**src/hw/rtl/mqpw_pkg.sv**
```systemverilog
// Package for the message queue with priority wait lists.
// Holds sizes, request and status codes, and the structs that the modules share.
// No dependencies.
package mqpw_pkg;

  localparam int QUEUE_DEPTH   = 16;
  localparam int ITEM_BITS     = 32;
  localparam int WAIT_SLOTS    = 8;
  localparam int TASK_COUNT    = 16;
  localparam int PRIORITY_BITS = 8;

  localparam int IDX_BITS  = $clog2(QUEUE_DEPTH);
  localparam int CNT_BITS  = $clog2(QUEUE_DEPTH + 1);
  localparam int TASK_BITS = $clog2(TASK_COUNT);
  localparam int LEN_BITS  = $clog2(WAIT_SLOTS + 1);
  localparam int CAP_BITS  = 5;

  // Request types.
  localparam logic [1:0] REQ_SEND     = 2'd0;
  localparam logic [1:0] REQ_RECV     = 2'd1;
  localparam logic [1:0] REQ_TRY_SEND = 2'd2;
  localparam logic [1:0] REQ_TRY_RECV = 2'd3;

  // Result status codes.
  localparam logic [1:0] ST_DONE       = 2'd0;
  localparam logic [1:0] ST_TRY_FAILED = 2'd1;
  localparam logic [1:0] ST_WAITING    = 2'd2;
  localparam logic [1:0] ST_LIST_FULL  = 2'd3;

  typedef enum logic [1:0] {
    OP_NONE,
    OP_PUSH,
    OP_POP,
    OP_WAIT
  } op_e;

  typedef struct packed {
    logic [1:0]  req_type;
    logic [3:0]  task_id;
    logic [7:0]  task_priority;
    logic [31:0] item_data;
  } req_t;

  typedef struct packed {
    logic [1:0]  status;
    logic [31:0] item_out;
    logic        wake_valid;
    logic [3:0]  wake_task;
  } rsp_t;

  // Controller to datapath.
  typedef struct packed {
    logic       accept;
    logic       exec;
    op_e        op;
    logic [1:0] status;
  } cmd_t;

  // Datapath to controller.
  typedef struct packed {
    logic is_send;
    logic is_try;
    logic has_room;
    logic has_item;
    logic list_full;
  } sts_t;

endpackage

```
**src/hw/rtl/message_queue_priority_waiters_core.sv**
```systemverilog
// Top level of the message queue with priority-ordered sender and receiver
// wait lists. Depends on mqpw_pkg, mqpw_ctrl, mqpw_dp (and mqpw_wlist below it).
//
//   Channel    Handshake                  Payload
//   --------   ------------------------   ------------------------------
//   request    start, busy                req_i  (mqpw_pkg::req_t)
//   result     done_o (one-cycle strobe)  rsp_o  (mqpw_pkg::rsp_t)
//   config     cfg_valid_i, cfg_ready_o   cfg_data_i (queue capacity)
//
// Every request is accepted in S_IDLE, then passes through S_EVAL, in which the
// controller picks the operation and the ring, counters and wait lists update,
// and then S_RESP, in which done_o is high. The evaluate state ends in the ring
// memory's registered read port. Wait-list insertion is done in that evaluate
// state by the compare-and-shift cells.
// Reset (rst_ni low, asynchronous) empties the ring and both wait lists and sets
// the capacity to sixteen; no clearing pass is needed.
// The result is shown for exactly one cycle and the receiver cannot stall it.
module message_queue_priority_waiters_core (
  input  logic                            clk_i,
  input  logic                            rst_ni,
  input  logic                            start,
  output logic                            busy,
  input  mqpw_pkg::req_t                  req_i,
  output logic                            done_o,
  output mqpw_pkg::rsp_t                  rsp_o,
  input  logic                            cfg_valid_i,
  output logic                            cfg_ready_o,
  input  logic [mqpw_pkg::CAP_BITS-1:0]   cfg_data_i
);

  mqpw_pkg::cmd_t cmd;
  mqpw_pkg::sts_t sts;

  // The capacity register takes a write in any cycle; the user must make writes
  // only while no request is in flight, as the block itself does not enforce this.
  assign cfg_ready_o = 1'b1;

  mqpw_ctrl u_ctrl (
    .clk_i   (clk_i),
    .rst_ni  (rst_ni),
    .start_i (start),
    .sts_i   (sts),
    .cmd_o   (cmd),
    .busy_o  (busy),
    .done_o  (done_o)
  );

  mqpw_dp u_dp (
    .clk_i      (clk_i),
    .rst_ni     (rst_ni),
    .cfg_we_i   (cfg_valid_i && cfg_ready_o),
    .cfg_data_i (cfg_data_i),
    .req_i      (req_i),
    .cmd_i      (cmd),
    .sts_o      (sts),
    .rsp_o      (rsp_o)
  );

endmodule

```
**src/hw/rtl/mqpw_wlist.sv**
```systemverilog
// Priority-ordered wait list built from a row of compare-and-shift cells.
// Depends on mqpw_pkg.
module mqpw_wlist (
  input  logic                                  clk_i,
  input  logic                                  rst_ni,
  input  logic                                  ins_i,
  input  logic                                  pop_i,
  input  logic [mqpw_pkg::TASK_BITS-1:0]        id_i,
  input  logic [mqpw_pkg::PRIORITY_BITS-1:0]    prio_i,
  output logic [mqpw_pkg::TASK_BITS-1:0]        head_id_o,
  output logic                                  full_o,
  output logic                                  empty_o
);

  logic [mqpw_pkg::TASK_BITS-1:0]     ids_q   [mqpw_pkg::WAIT_SLOTS];
  logic [mqpw_pkg::PRIORITY_BITS-1:0] prios_q [mqpw_pkg::WAIT_SLOTS];
  logic [mqpw_pkg::LEN_BITS-1:0]      len_q, len_d;
  logic [mqpw_pkg::WAIT_SLOTS-1:0]    le;

  // Each cell flags a valid entry that stays ahead of the newcomer. The list
  // is sorted, so the flags form a prefix.
  always_comb begin
    for (int k = 0; k < mqpw_pkg::WAIT_SLOTS; k++) begin
      le[k] = (mqpw_pkg::LEN_BITS'(k) < len_q) && (prios_q[k] <= prio_i);
    end
  end

  always_comb begin
    len_d = len_q;
    if (ins_i) begin
      len_d = len_q + mqpw_pkg::LEN_BITS'(1);
    end else if (pop_i) begin
      len_d = len_q - mqpw_pkg::LEN_BITS'(1);
    end
  end

  always_ff @(posedge clk_i or negedge rst_ni) begin
    if (!rst_ni) begin
      len_q <= '0;
    end else begin
      len_q <= len_d;
    end
  end

  always_ff @(posedge clk_i) begin
    for (int k = 0; k < mqpw_pkg::WAIT_SLOTS; k++) begin
      if (ins_i) begin
        if (k > 0 && !le[(k > 0) ? k - 1 : 0]) begin
          ids_q[k]   <= ids_q[(k > 0) ? k - 1 : 0];
          prios_q[k] <= prios_q[(k > 0) ? k - 1 : 0];
        end else if (!le[k]) begin
          ids_q[k]   <= id_i;
          prios_q[k] <= prio_i;
        end
      end else if (pop_i && k < mqpw_pkg::WAIT_SLOTS - 1) begin
        ids_q[k]   <= ids_q[(k < mqpw_pkg::WAIT_SLOTS - 1) ? k + 1 : k];
        prios_q[k] <= prios_q[(k < mqpw_pkg::WAIT_SLOTS - 1) ? k + 1 : k];
      end
    end
  end

  assign head_id_o = ids_q[0];
  assign full_o    = (len_q == mqpw_pkg::LEN_BITS'(mqpw_pkg::WAIT_SLOTS));
  assign empty_o   = (len_q == '0);

endmodule

```
**src/hw/rtl/mqpw_dp.sv**
```systemverilog
// Datapath: request register, item ring memory, ring indices and fill count,
// capacity register, both wait lists and the result register.
// Depends on mqpw_pkg and mqpw_wlist.
module mqpw_dp (
  input  logic                            clk_i,
  input  logic                            rst_ni,
  input  logic                            cfg_we_i,
  input  logic [mqpw_pkg::CAP_BITS-1:0]   cfg_data_i,
  input  mqpw_pkg::req_t                  req_i,
  input  mqpw_pkg::cmd_t                  cmd_i,
  output mqpw_pkg::sts_t                  sts_o,
  output mqpw_pkg::rsp_t                  rsp_o
);

  mqpw_pkg::req_t req_q;

  logic [mqpw_pkg::ITEM_BITS-1:0] ring_q [mqpw_pkg::QUEUE_DEPTH];
  logic [mqpw_pkg::ITEM_BITS-1:0] rd_data_q;
  logic [mqpw_pkg::IDX_BITS-1:0]  rd_idx_q, wr_idx_q;
  logic [mqpw_pkg::CNT_BITS-1:0]  fill_q;
  logic [mqpw_pkg::CAP_BITS-1:0]  cap_q;
  logic [mqpw_pkg::CNT_BITS-1:0]  eff_cap;

  logic [1:0]                     status_q;
  logic                           item_sel_q;
  logic                           wake_q;
  logic [mqpw_pkg::TASK_BITS-1:0] wake_task_q;

  logic is_send, is_try;
  logic do_push, do_pop, do_wait;
  logic snd_ins, snd_pop, snd_full, snd_empty;
  logic rcv_ins, rcv_pop, rcv_full, rcv_empty;
  logic [mqpw_pkg::TASK_BITS-1:0] snd_head, rcv_head;

  function automatic logic [mqpw_pkg::IDX_BITS-1:0] next_idx(
    input logic [mqpw_pkg::IDX_BITS-1:0] idx,
    input logic [mqpw_pkg::CNT_BITS-1:0] cap
  );
    if (32'(idx) + 32'd1 >= 32'(cap)) begin
      return '0;
    end
    return idx + mqpw_pkg::IDX_BITS'(1);
  endfunction

  // A capacity of zero acts as one, and one above the ring size as the size.
  always_comb begin
    if (cap_q == '0) begin
      eff_cap = mqpw_pkg::CNT_BITS'(1);
    end else if (32'(cap_q) > mqpw_pkg::QUEUE_DEPTH) begin
      eff_cap = mqpw_pkg::CNT_BITS'(mqpw_pkg::QUEUE_DEPTH);
    end else begin
      eff_cap = mqpw_pkg::CNT_BITS'(cap_q);
    end
  end

  assign is_send = req_q.req_type inside {mqpw_pkg::REQ_SEND, mqpw_pkg::REQ_TRY_SEND};
  assign is_try  = req_q.req_type inside {mqpw_pkg::REQ_TRY_SEND, mqpw_pkg::REQ_TRY_RECV};

  assign sts_o.is_send   = is_send;
  assign sts_o.is_try    = is_try;
  assign sts_o.has_room  = (fill_q < eff_cap);
  assign sts_o.has_item  = (fill_q != '0);
  assign sts_o.list_full = is_send ? snd_full : rcv_full;

  assign do_push = cmd_i.exec && (cmd_i.op == mqpw_pkg::OP_PUSH);
  assign do_pop  = cmd_i.exec && (cmd_i.op == mqpw_pkg::OP_POP);
  assign do_wait = cmd_i.exec && (cmd_i.op == mqpw_pkg::OP_WAIT);

  assign rcv_pop = do_push && !rcv_empty;
  assign snd_pop = do_pop && !snd_empty;
  assign snd_ins = do_wait && is_send;
  assign rcv_ins = do_wait && !is_send;

  mqpw_wlist u_send_list (
    .clk_i     (clk_i),
    .rst_ni    (rst_ni),
    .ins_i     (snd_ins),
    .pop_i     (snd_pop),
    .id_i      (req_q.task_id[mqpw_pkg::TASK_BITS-1:0]),
    .prio_i    (req_q.task_priority[mqpw_pkg::PRIORITY_BITS-1:0]),
    .head_id_o (snd_head),
    .full_o    (snd_full),
    .empty_o   (snd_empty)
  );

  mqpw_wlist u_recv_list (
    .clk_i     (clk_i),
    .rst_ni    (rst_ni),
    .ins_i     (rcv_ins),
    .pop_i     (rcv_pop),
    .id_i      (req_q.task_id[mqpw_pkg::TASK_BITS-1:0]),
    .prio_i    (req_q.task_priority[mqpw_pkg::PRIORITY_BITS-1:0]),
    .head_id_o (rcv_head),
    .full_o    (rcv_full),
    .empty_o   (rcv_empty)
  );

  always_ff @(posedge clk_i or negedge rst_ni) begin
    if (!rst_ni) begin
      rd_idx_q <= '0;
      wr_idx_q <= '0;
      fill_q   <= '0;
      cap_q    <= mqpw_pkg::CAP_BITS'(16);
    end else begin
      if (cfg_we_i) begin
        cap_q <= cfg_data_i;
      end
      if (do_push) begin
        wr_idx_q <= next_idx(wr_idx_q, eff_cap);
        fill_q   <= fill_q + mqpw_pkg::CNT_BITS'(1);
      end else if (do_pop) begin
        rd_idx_q <= next_idx(rd_idx_q, eff_cap);
        fill_q   <= fill_q - mqpw_pkg::CNT_BITS'(1);
      end
    end
  end

  // Ring memory with one write port and one registered read port.
  always_ff @(posedge clk_i) begin
    if (do_push) begin
      ring_q[wr_idx_q] <= req_q.item_data[mqpw_pkg::ITEM_BITS-1:0];
    end
    if (do_pop) begin
      rd_data_q <= ring_q[rd_idx_q];
    end
  end

  always_ff @(posedge clk_i) begin
    if (cmd_i.accept) begin
      req_q <= req_i;
    end
    if (cmd_i.exec) begin
      status_q    <= cmd_i.status;
      item_sel_q  <= do_pop;
      wake_q      <= rcv_pop || snd_pop;
      wake_task_q <= rcv_pop ? rcv_head : (snd_pop ? snd_head : '0);
    end
  end

  assign rsp_o.status     = status_q;
  assign rsp_o.item_out   = item_sel_q ? 32'(rd_data_q) : '0;
  assign rsp_o.wake_valid = wake_q;
  assign rsp_o.wake_task  = 4'(wake_task_q);

endmodule

```
**src/hw/rtl/mqpw_ctrl.sv**
```systemverilog
// Controller state machine: takes a request, decides the operation from the
// datapath status and strobes the result. Depends on mqpw_pkg.
module mqpw_ctrl (
  input  logic            clk_i,
  input  logic            rst_ni,
  input  logic            start_i,
  input  mqpw_pkg::sts_t  sts_i,
  output mqpw_pkg::cmd_t  cmd_o,
  output logic            busy_o,
  output logic            done_o
);

  typedef enum logic [1:0] {
    S_IDLE,
    S_EVAL,
    S_RESP
  } state_e;

  state_e state_q;
  logic   busy_q, done_q;
  logic   ok;

  assign ok = sts_i.is_send ? sts_i.has_room : sts_i.has_item;

  always_comb begin
    cmd_o.accept = (state_q == S_IDLE) && start_i;
    cmd_o.exec   = (state_q == S_EVAL);
    if (ok) begin
      cmd_o.op     = sts_i.is_send ? mqpw_pkg::OP_PUSH : mqpw_pkg::OP_POP;
      cmd_o.status = mqpw_pkg::ST_DONE;
    end else if (sts_i.is_try) begin
      cmd_o.op     = mqpw_pkg::OP_NONE;
      cmd_o.status = mqpw_pkg::ST_TRY_FAILED;
    end else if (sts_i.list_full) begin
      cmd_o.op     = mqpw_pkg::OP_NONE;
      cmd_o.status = mqpw_pkg::ST_LIST_FULL;
    end else begin
      cmd_o.op     = mqpw_pkg::OP_WAIT;
      cmd_o.status = mqpw_pkg::ST_WAITING;
    end
  end

  always_ff @(posedge clk_i or negedge rst_ni) begin
    if (!rst_ni) begin
      state_q <= S_IDLE;
      busy_q  <= 1'b0;
      done_q  <= 1'b0;
    end else begin
      case (state_q)
        S_IDLE: begin
          done_q <= 1'b0;
          if (start_i) begin
            state_q <= S_EVAL;
            busy_q  <= 1'b1;
          end
        end
        S_EVAL: begin
          state_q <= S_RESP;
          done_q  <= 1'b1;
        end
        S_RESP: begin
          state_q <= S_IDLE;
          busy_q  <= 1'b0;
          done_q  <= 1'b0;
        end
        default: begin
          state_q <= S_IDLE;
          busy_q  <= 1'b0;
          done_q  <= 1'b0;
        end
      endcase
    end
  end

  assign busy_o = busy_q;
  assign done_o = done_q;

endmodule

```
**config.mk**
```make
export PLATFORM = sky130hd
export DESIGN_NAME = message_queue_priority_waiters_core
export DESIGN_NICKNAME = d
export VERILOG_FILES = /design/src/hw/rtl/mqpw_pkg.sv /design/src/hw/rtl/message_queue_priority_waiters_core.sv /design/src/hw/rtl/mqpw_wlist.sv /design/src/hw/rtl/mqpw_dp.sv /design/src/hw/rtl/mqpw_ctrl.sv
export SDC_FILE = /design/constraint.sdc
export NUM_CORES = 1
export LEC_CHECK = 0
export BUFFER_PORTS_ARGS = -buffer_cell sky130_fd_sc_hd__buf_2
export CAP_MARGIN = 20
export CORE_UTILIZATION = 43
export DETAILED_ROUTE_END_ITERATION = 10
export GPL_TIMING_DRIVEN = 0
export SYNTH_ARGS = -nofsm -noshare
export SYNTH_HDL_FRONTEND = slang
export SYNTH_SLANG_ARGS = --single-unit
```
**constraint.sdc**
```tcl
create_clock -name clk_i -period 13 [get_ports clk_i]
set_clock_uncertainty 0.15 [all_clocks]
set_input_delay 2.6 -clock clk_i [delete_from_list [all_inputs] [get_ports clk_i]]
set_output_delay 2.6 -clock clk_i [all_outputs]
set_load 0.005 [all_outputs]
```
======== Word-level counts from Yosys, hierarchy flattened ========
Memories as Yosys holds them, arrays and structs flattened. A register that Yosys moved wholly into a read port is not among the register bits.
Index checks and enable logic that the tools add are counted.
word-level totals
  word-level logic and storage cells ...... 359
  bits in writable memories ............... 704
  memories ................................ 5
  register bits after elaboration ......... 84
  input bits .............................. 55
memory list
  memory                    words  bits a word  read ports  clocked after Yosys merged registers in  write ports  line              source
  u_dp.ring_q               16     32           1           1                                        1            mqpw_dp.sv:17     logic [mqpw_pkg::ITEM_BITS-1:0] ring_q [mqpw_pkg::QUEUE_DEPTH];
  u_dp.u_recv_list.prios_q  8      8            8           0                                        8            mqpw_wlist.sv:16  logic [mqpw_pkg::PRIORITY_BITS-1:0] prios_q [mqpw_pkg::WAIT_SLOTS];
  u_dp.u_send_list.prios_q  8      8            8           0                                        8            mqpw_wlist.sv:16
  u_dp.u_recv_list.ids_q    8      4            8           0                                        8            mqpw_wlist.sv:15  logic [mqpw_pkg::TASK_BITS-1:0] ids_q [mqpw_pkg::WAIT_SLOTS];
  u_dp.u_send_list.ids_q    8      4            8           0                                        8            mqpw_wlist.sv:15
operators by class
  bitwise logic cells ..................... 58
  reductions and logical operators ........ 42
  multiplexer cells ....................... 181
  equality and inequality tests ........... 9
  add/sub/neg operators ................... 10
  magnitude comparators ................... 36
operator list
  operator                                                             number
  8-bit 2-to-1 mux                                                     28
  4-bit 2-to-1 mux                                                     41
  8-bit less-or-equal comparator                                       16
  1-bit 2-to-1 mux                                                     103
  32-bit by 5-bit greater-or-equal comparator with 1-bit output        2
  1-bit bitwise OR                                                     56
  3-bit by 4-bit < comparator with 1-bit output, first input constant  8
  32-bit 2-to-1 mux                                                    1
  1-bit logical AND                                                    24
  5-bit 2-to-1 mux                                                     4
  4-bit by 1-bit adder with 4-bit output, second input constant        4
  1-bit by 4-bit < comparator with 1-bit output, first input constant  4
  2-bit by 4-bit < comparator with 1-bit output, first input constant  4
  4-bit by 1-bit adder with 5-bit output, second input constant        2
  2-bit nonzero test                                                   5
  2-bit == test, second input constant                                 4
  4-bit == test, second input constant                                 2
  4-bit logical NOT                                                    2
  4-bit by 1-bit subtractor with 4-bit output, second input constant   2
  5-bit by 1-bit adder with 5-bit output, second input constant        1
  5-bit greater-than comparator, second input constant                 1
  5-bit logical NOT                                                    1
  5-bit < comparator                                                   1
  5-bit nonzero test                                                   1
  other kinds (12)                                                     19

======== Longest topological paths before layout ========
  depth after elaboration ................. 13
  gate-level depth with buffers ........... 12
  depth with buffers taken out ............ 11

======== By module ========
Synthesis repeated with hierarchy kept, for this count alone.
second synthesis, totals
  cell total of the unflattened synthesis .. 2545
  area total of the unflattened synthesis .. 38031.5 sq um
by module, submodules not included
  module                               sequential area each (sq um)  cells each  instances  area each (sq um)
  mqpw_dp                              18408.9                       1076        1          23413.7
  mqpw_wlist at u_dp.u_recv_list       2982.9                        719         1          7241.9
  mqpw_wlist at u_dp.u_send_list       2982.9                        729         1          7156.9
  mqpw_ctrl                            100.1                         19          1          207.7
  message_queue_priority_waiters_core  0.0                           2           1          11.3

======== Worst setup path after synthesis ========
Ideal clock, no wire load.
  path kind ............................... input to register
  from .................................... input start
  to ...................................... register u_dp.req_q[0] in the netlist's numbering (enable)
  arrival time ............................ 6.013 ns
  setup slack ............................. 6.318 ns
  stages .................................. 1
  required time ........................... 12.332 ns
  path buffers ............................ 0
  cells stage by stage .................... nor3b_1
between the ends
  cells in the longest elaborated chain, start to end .. 1
ends and longest elaborated chain
  item                  line                                       source
  start, declared       message_queue_priority_waiters_core.sv:21  input logic start,
  1-bit logical AND     mqpw_ctrl.sv:26                            cmd_o.accept = (state_q == S_IDLE) && start_i;
  end signal, assigned  mqpw_dp.sv:130                             req_q <= req_i;
  end, declared         mqpw_dp.sv:15                              mqpw_pkg::req_t req_q;
No other way between the ends.
A chain may end at the register's enable or synchronous reset.

==> summary.txt <==
Status = completed
First-pass GRT wire length = 155000 µm
Mean Syn Cell Area = 15.5 µm²
Period utilisation layout = 0.425
Largest net degree at the start of global routing = 31
Fin nets = 2856
Net Count, Synth = 2621
Worst-margin pin slew = 1.29 ns
Final non-filler cell total = 3859
Yosys warns = 0
Setup Viol. Count Final = 0
Setup TNS Final = 0 ns
Final hold violation count = 0
Synthesized cell area = 37300 µm²
Port Buffers = 95
Final min period = 5.52 ns
Layout cells sized above 1 = 0.186
WL final = 106000 µm
Vias/cell = 6.11
RSZ-0062 raised after global routing = false
Slew margin rel. = 0.137
Synth top cells by count = 790 x edfxtp_1, 160 x mux4_2, 156 x ha_1
GRT met3 Usage = 0.0474
Drt drc = 0
Rows = 107
Startpoint types = flop
ANT nets after route = 0
Lkg Pwr = 14.7 nW
Chip Width = 296 µm
Top-count cell post-synth = edfxtp_1
Initial Utilization = 0.436
Power Density = 178 nW/µm²
Mapped Cells = 2409
Core footprint = 85500 µm²
Met2 usage = 0.381
Kind of critical path = flop to flop
Worst-path fanout max = 12
H-tree levels = 3
Ys flop type = edfxtp_1
Count of cell types in the netlist = 69
Hold Path Class = flop to flop
Synth top area cells = edfxtp_1 64%, mux4_2 9.7%, ha_1 5.2%, dfrtp_1 1.9%, o21ai_0 1.3%
Critical Path End Type = flop
DRT iter0 DRCs = 2472
CTS Root Cell = clkbuf_16
Cell type with the largest total area after synthesis = edfxtp_1
Arrival @ worst endpoint = 5.62 ns
FILL cells = 7091
Initial antenna violation count = 2
Die height = 296 µm
Clock Path Buffers = 3
Gp weighted congestion = 0.950
GRT Total Usage = 0.243
Io pins = 97
DP HPWL = 71500 µm
Clk sinks = 820
Max Fclk = 181 MHz
Post-CTS resize count = 0
Flops & latches, synth = 820
GR met1 Demand/Resource = 0.333
Worst-path clk slew = 0.06 ns
Max-slew violations = 0
Post-synth ARST share = 0.0366
Post-synthesis sequential area ratio = 0.657
Clock Latency Late Sink = 0.68 ns
GR peak layer = met2
Postcts setup bufs = 0
Inserted Diodes = 0
Via count = 23600
Data required time of the worst path = 13.10 ns
Top cell type's share of synthesized area = 0.636
DIE AREA = 87900 µm²
Inst Count DP = 3692
Peak supply drop = 0.000107 V
Layout overhead on the synthesized area = 15.1%
Drt wl/cell = 27.5 µm
GR Overflow Total = 0
Hold buffers post-CTS = 0
Drt pass-1 iters = 5
TritonCTS Buffers = 89
CTS tree = yes
Max cap viols = 0
Vias in the first global route = 24000
Number of synthesized flops with an enable pin = 790
[area by class of cell]
class	instances	area (µm²)	area share
clock inverters	51	473	0.0110
plain buffers	152	586	0.0136
repair buffers	144	1340	0.0312
well taps	1144	1430	0.0334
clock buffers	111	2350	0.0548
inverters	74	278	0.00647
multi-input cells	1363	12000	0.279
flip-flops and latches	820	24500	0.570
[routing by layer]
metal | vias up | part of all wire | routed length [µm]
met5 | - | 0 | 0
met4 | 0 | 0.037 | 3960
met3 | 258 | 0.081 | 8600
met2 | 1133 | 0.47 | 49500
met1 | 12100 | 0.42 | 44100
li1 | 10100 | - | -
[sequential cells by signal, summed over array words and instances, names as in the netlist, 2 cells and up]
signal / flops
u_dp.req_q: 46
u_dp.u_recv_list.prios_q: 64
u_dp.wake_task_q: 4
u_dp.wr_idx_q: 4
u_dp.u_recv_list.ids_q: 32
u_dp.u_recv_list.len_q: 4
u_dp.u_send_list.ids_q: 32
u_dp.status_q: 2
u_dp.u_send_list.prios_q: 64
u_dp.rd_idx_q: 4
u_dp.ring_q: 512
u_dp.u_send_list.len_q: 4
u_dp.cap_q: 5
u_dp.rd_data_q: 32
u_dp.fill_q: 5
u_ctrl.state_q: 2
[cell usage in the layout, fill, tap and decap left out, drive strengths merged, types with 66 or more instances in the layout]
cell type / n
edfxtp: 790
clkbuf: 238
buf: 169
mux4: 160
ha: 156
nor2: 131
nand2: 127
o21ai: 98
inv: 76
a21oi: 66
[where the power goes]
group,leakage (nW),switching (W),total [W],internal (W)
Sequential,7.52,0.000149,0.00329,0.00314
Clock,1.38,0.00108,0.00246,0.00138
Combinational,5.80,0.00107,0.00188,0.000814
Total,14.7,0.00230,0.00762,0.00533
[path summary, 6_finish.rpt]
kind / from / depth (start not counted) / end / slack [ns]
min: u_ctrl.busy_o$_DFFE_PN0P_ / 1 / u_ctrl.busy_o$_DFFE_PN0P_ / 0.34
min reg2reg: u_ctrl.busy_o$_DFFE_PN0P_ / 1 / u_ctrl.busy_o$_DFFE_PN0P_ / 0.34
max reg2reg: u_dp.req_q[35]$_DFFE_PP_ / 11 / u_dp.u_send_list.ids_q[3][1]$_DFFE_PP_ / 7.48
max in group asynchronous: rst_ni / 1 / u_dp.u_send_list.len_q[0]$_DFFE_PN0P_ / 10.14
max: u_dp.req_q[35]$_DFFE_PP_ / 11 / u_dp.u_send_list.ids_q[3][1]$_DFFE_PP_ / 7.48
min in group asynchronous: rst_ni / 1 / u_ctrl.state_q[1]$_DFFE_PN0N_ / 1.94
[metrics by stage]
stage / total power, W / area, µm² / hold WS (ns) / setup WS [ns] / utilization
3_3_place_gp: 0.00508 / 39200 / 0.311 / 1.37 / 0.458
5_1_grt: 0.00791 / 42900 / 0.358 / 7.41 / 0.501
3_5_place_dp: 0.00518 / 40000 / 0.327 / 7.80 / 0.468
4_1_cts: 0.00763 / 42800 / 0.350 / 7.79 / 0.501
6_report: 0.00762 / 42900 / 0.340 / 7.48 / 0.501
2_1_floorplan: 0.00453 / 37300 / 0.301 / 6.32 / -
[logic make-up (layout without fill, tap and decap cells)]
group | after synthesis | after routing | synth area share
DFF | 820 | 820 | 0.657
xor gates and xnor gates | 14 | 14 | 0.00329
buffers and inverters | 226 | 532 | 0.0232
adders and majority gates | 157 | 157 | 0.0529
and+or+nand+nor | 553 | 553 | 0.0763
AOI/OAI and AO/OA | 435 | 435 | 0.0785
other | 1 | 1 | 0.000101
muxes | 203 | 203 | 0.109
[worst max-delay path, cell delays in order, from the launching register on]
cell	delay, ns
edfxtp_1	0.32
clkbuf_1	0.91
inv_1	0.78
buf_16	0.38
ha_1	0.34
and4b_1	0.22
a211oi_1	0.41
nor3_1	0.17
or3_1	0.46
clkbuf_1	0.30
o21ai_0	0.23
nand2_1	0.41
No activity file was read; power rests on OpenSTA's default activity.
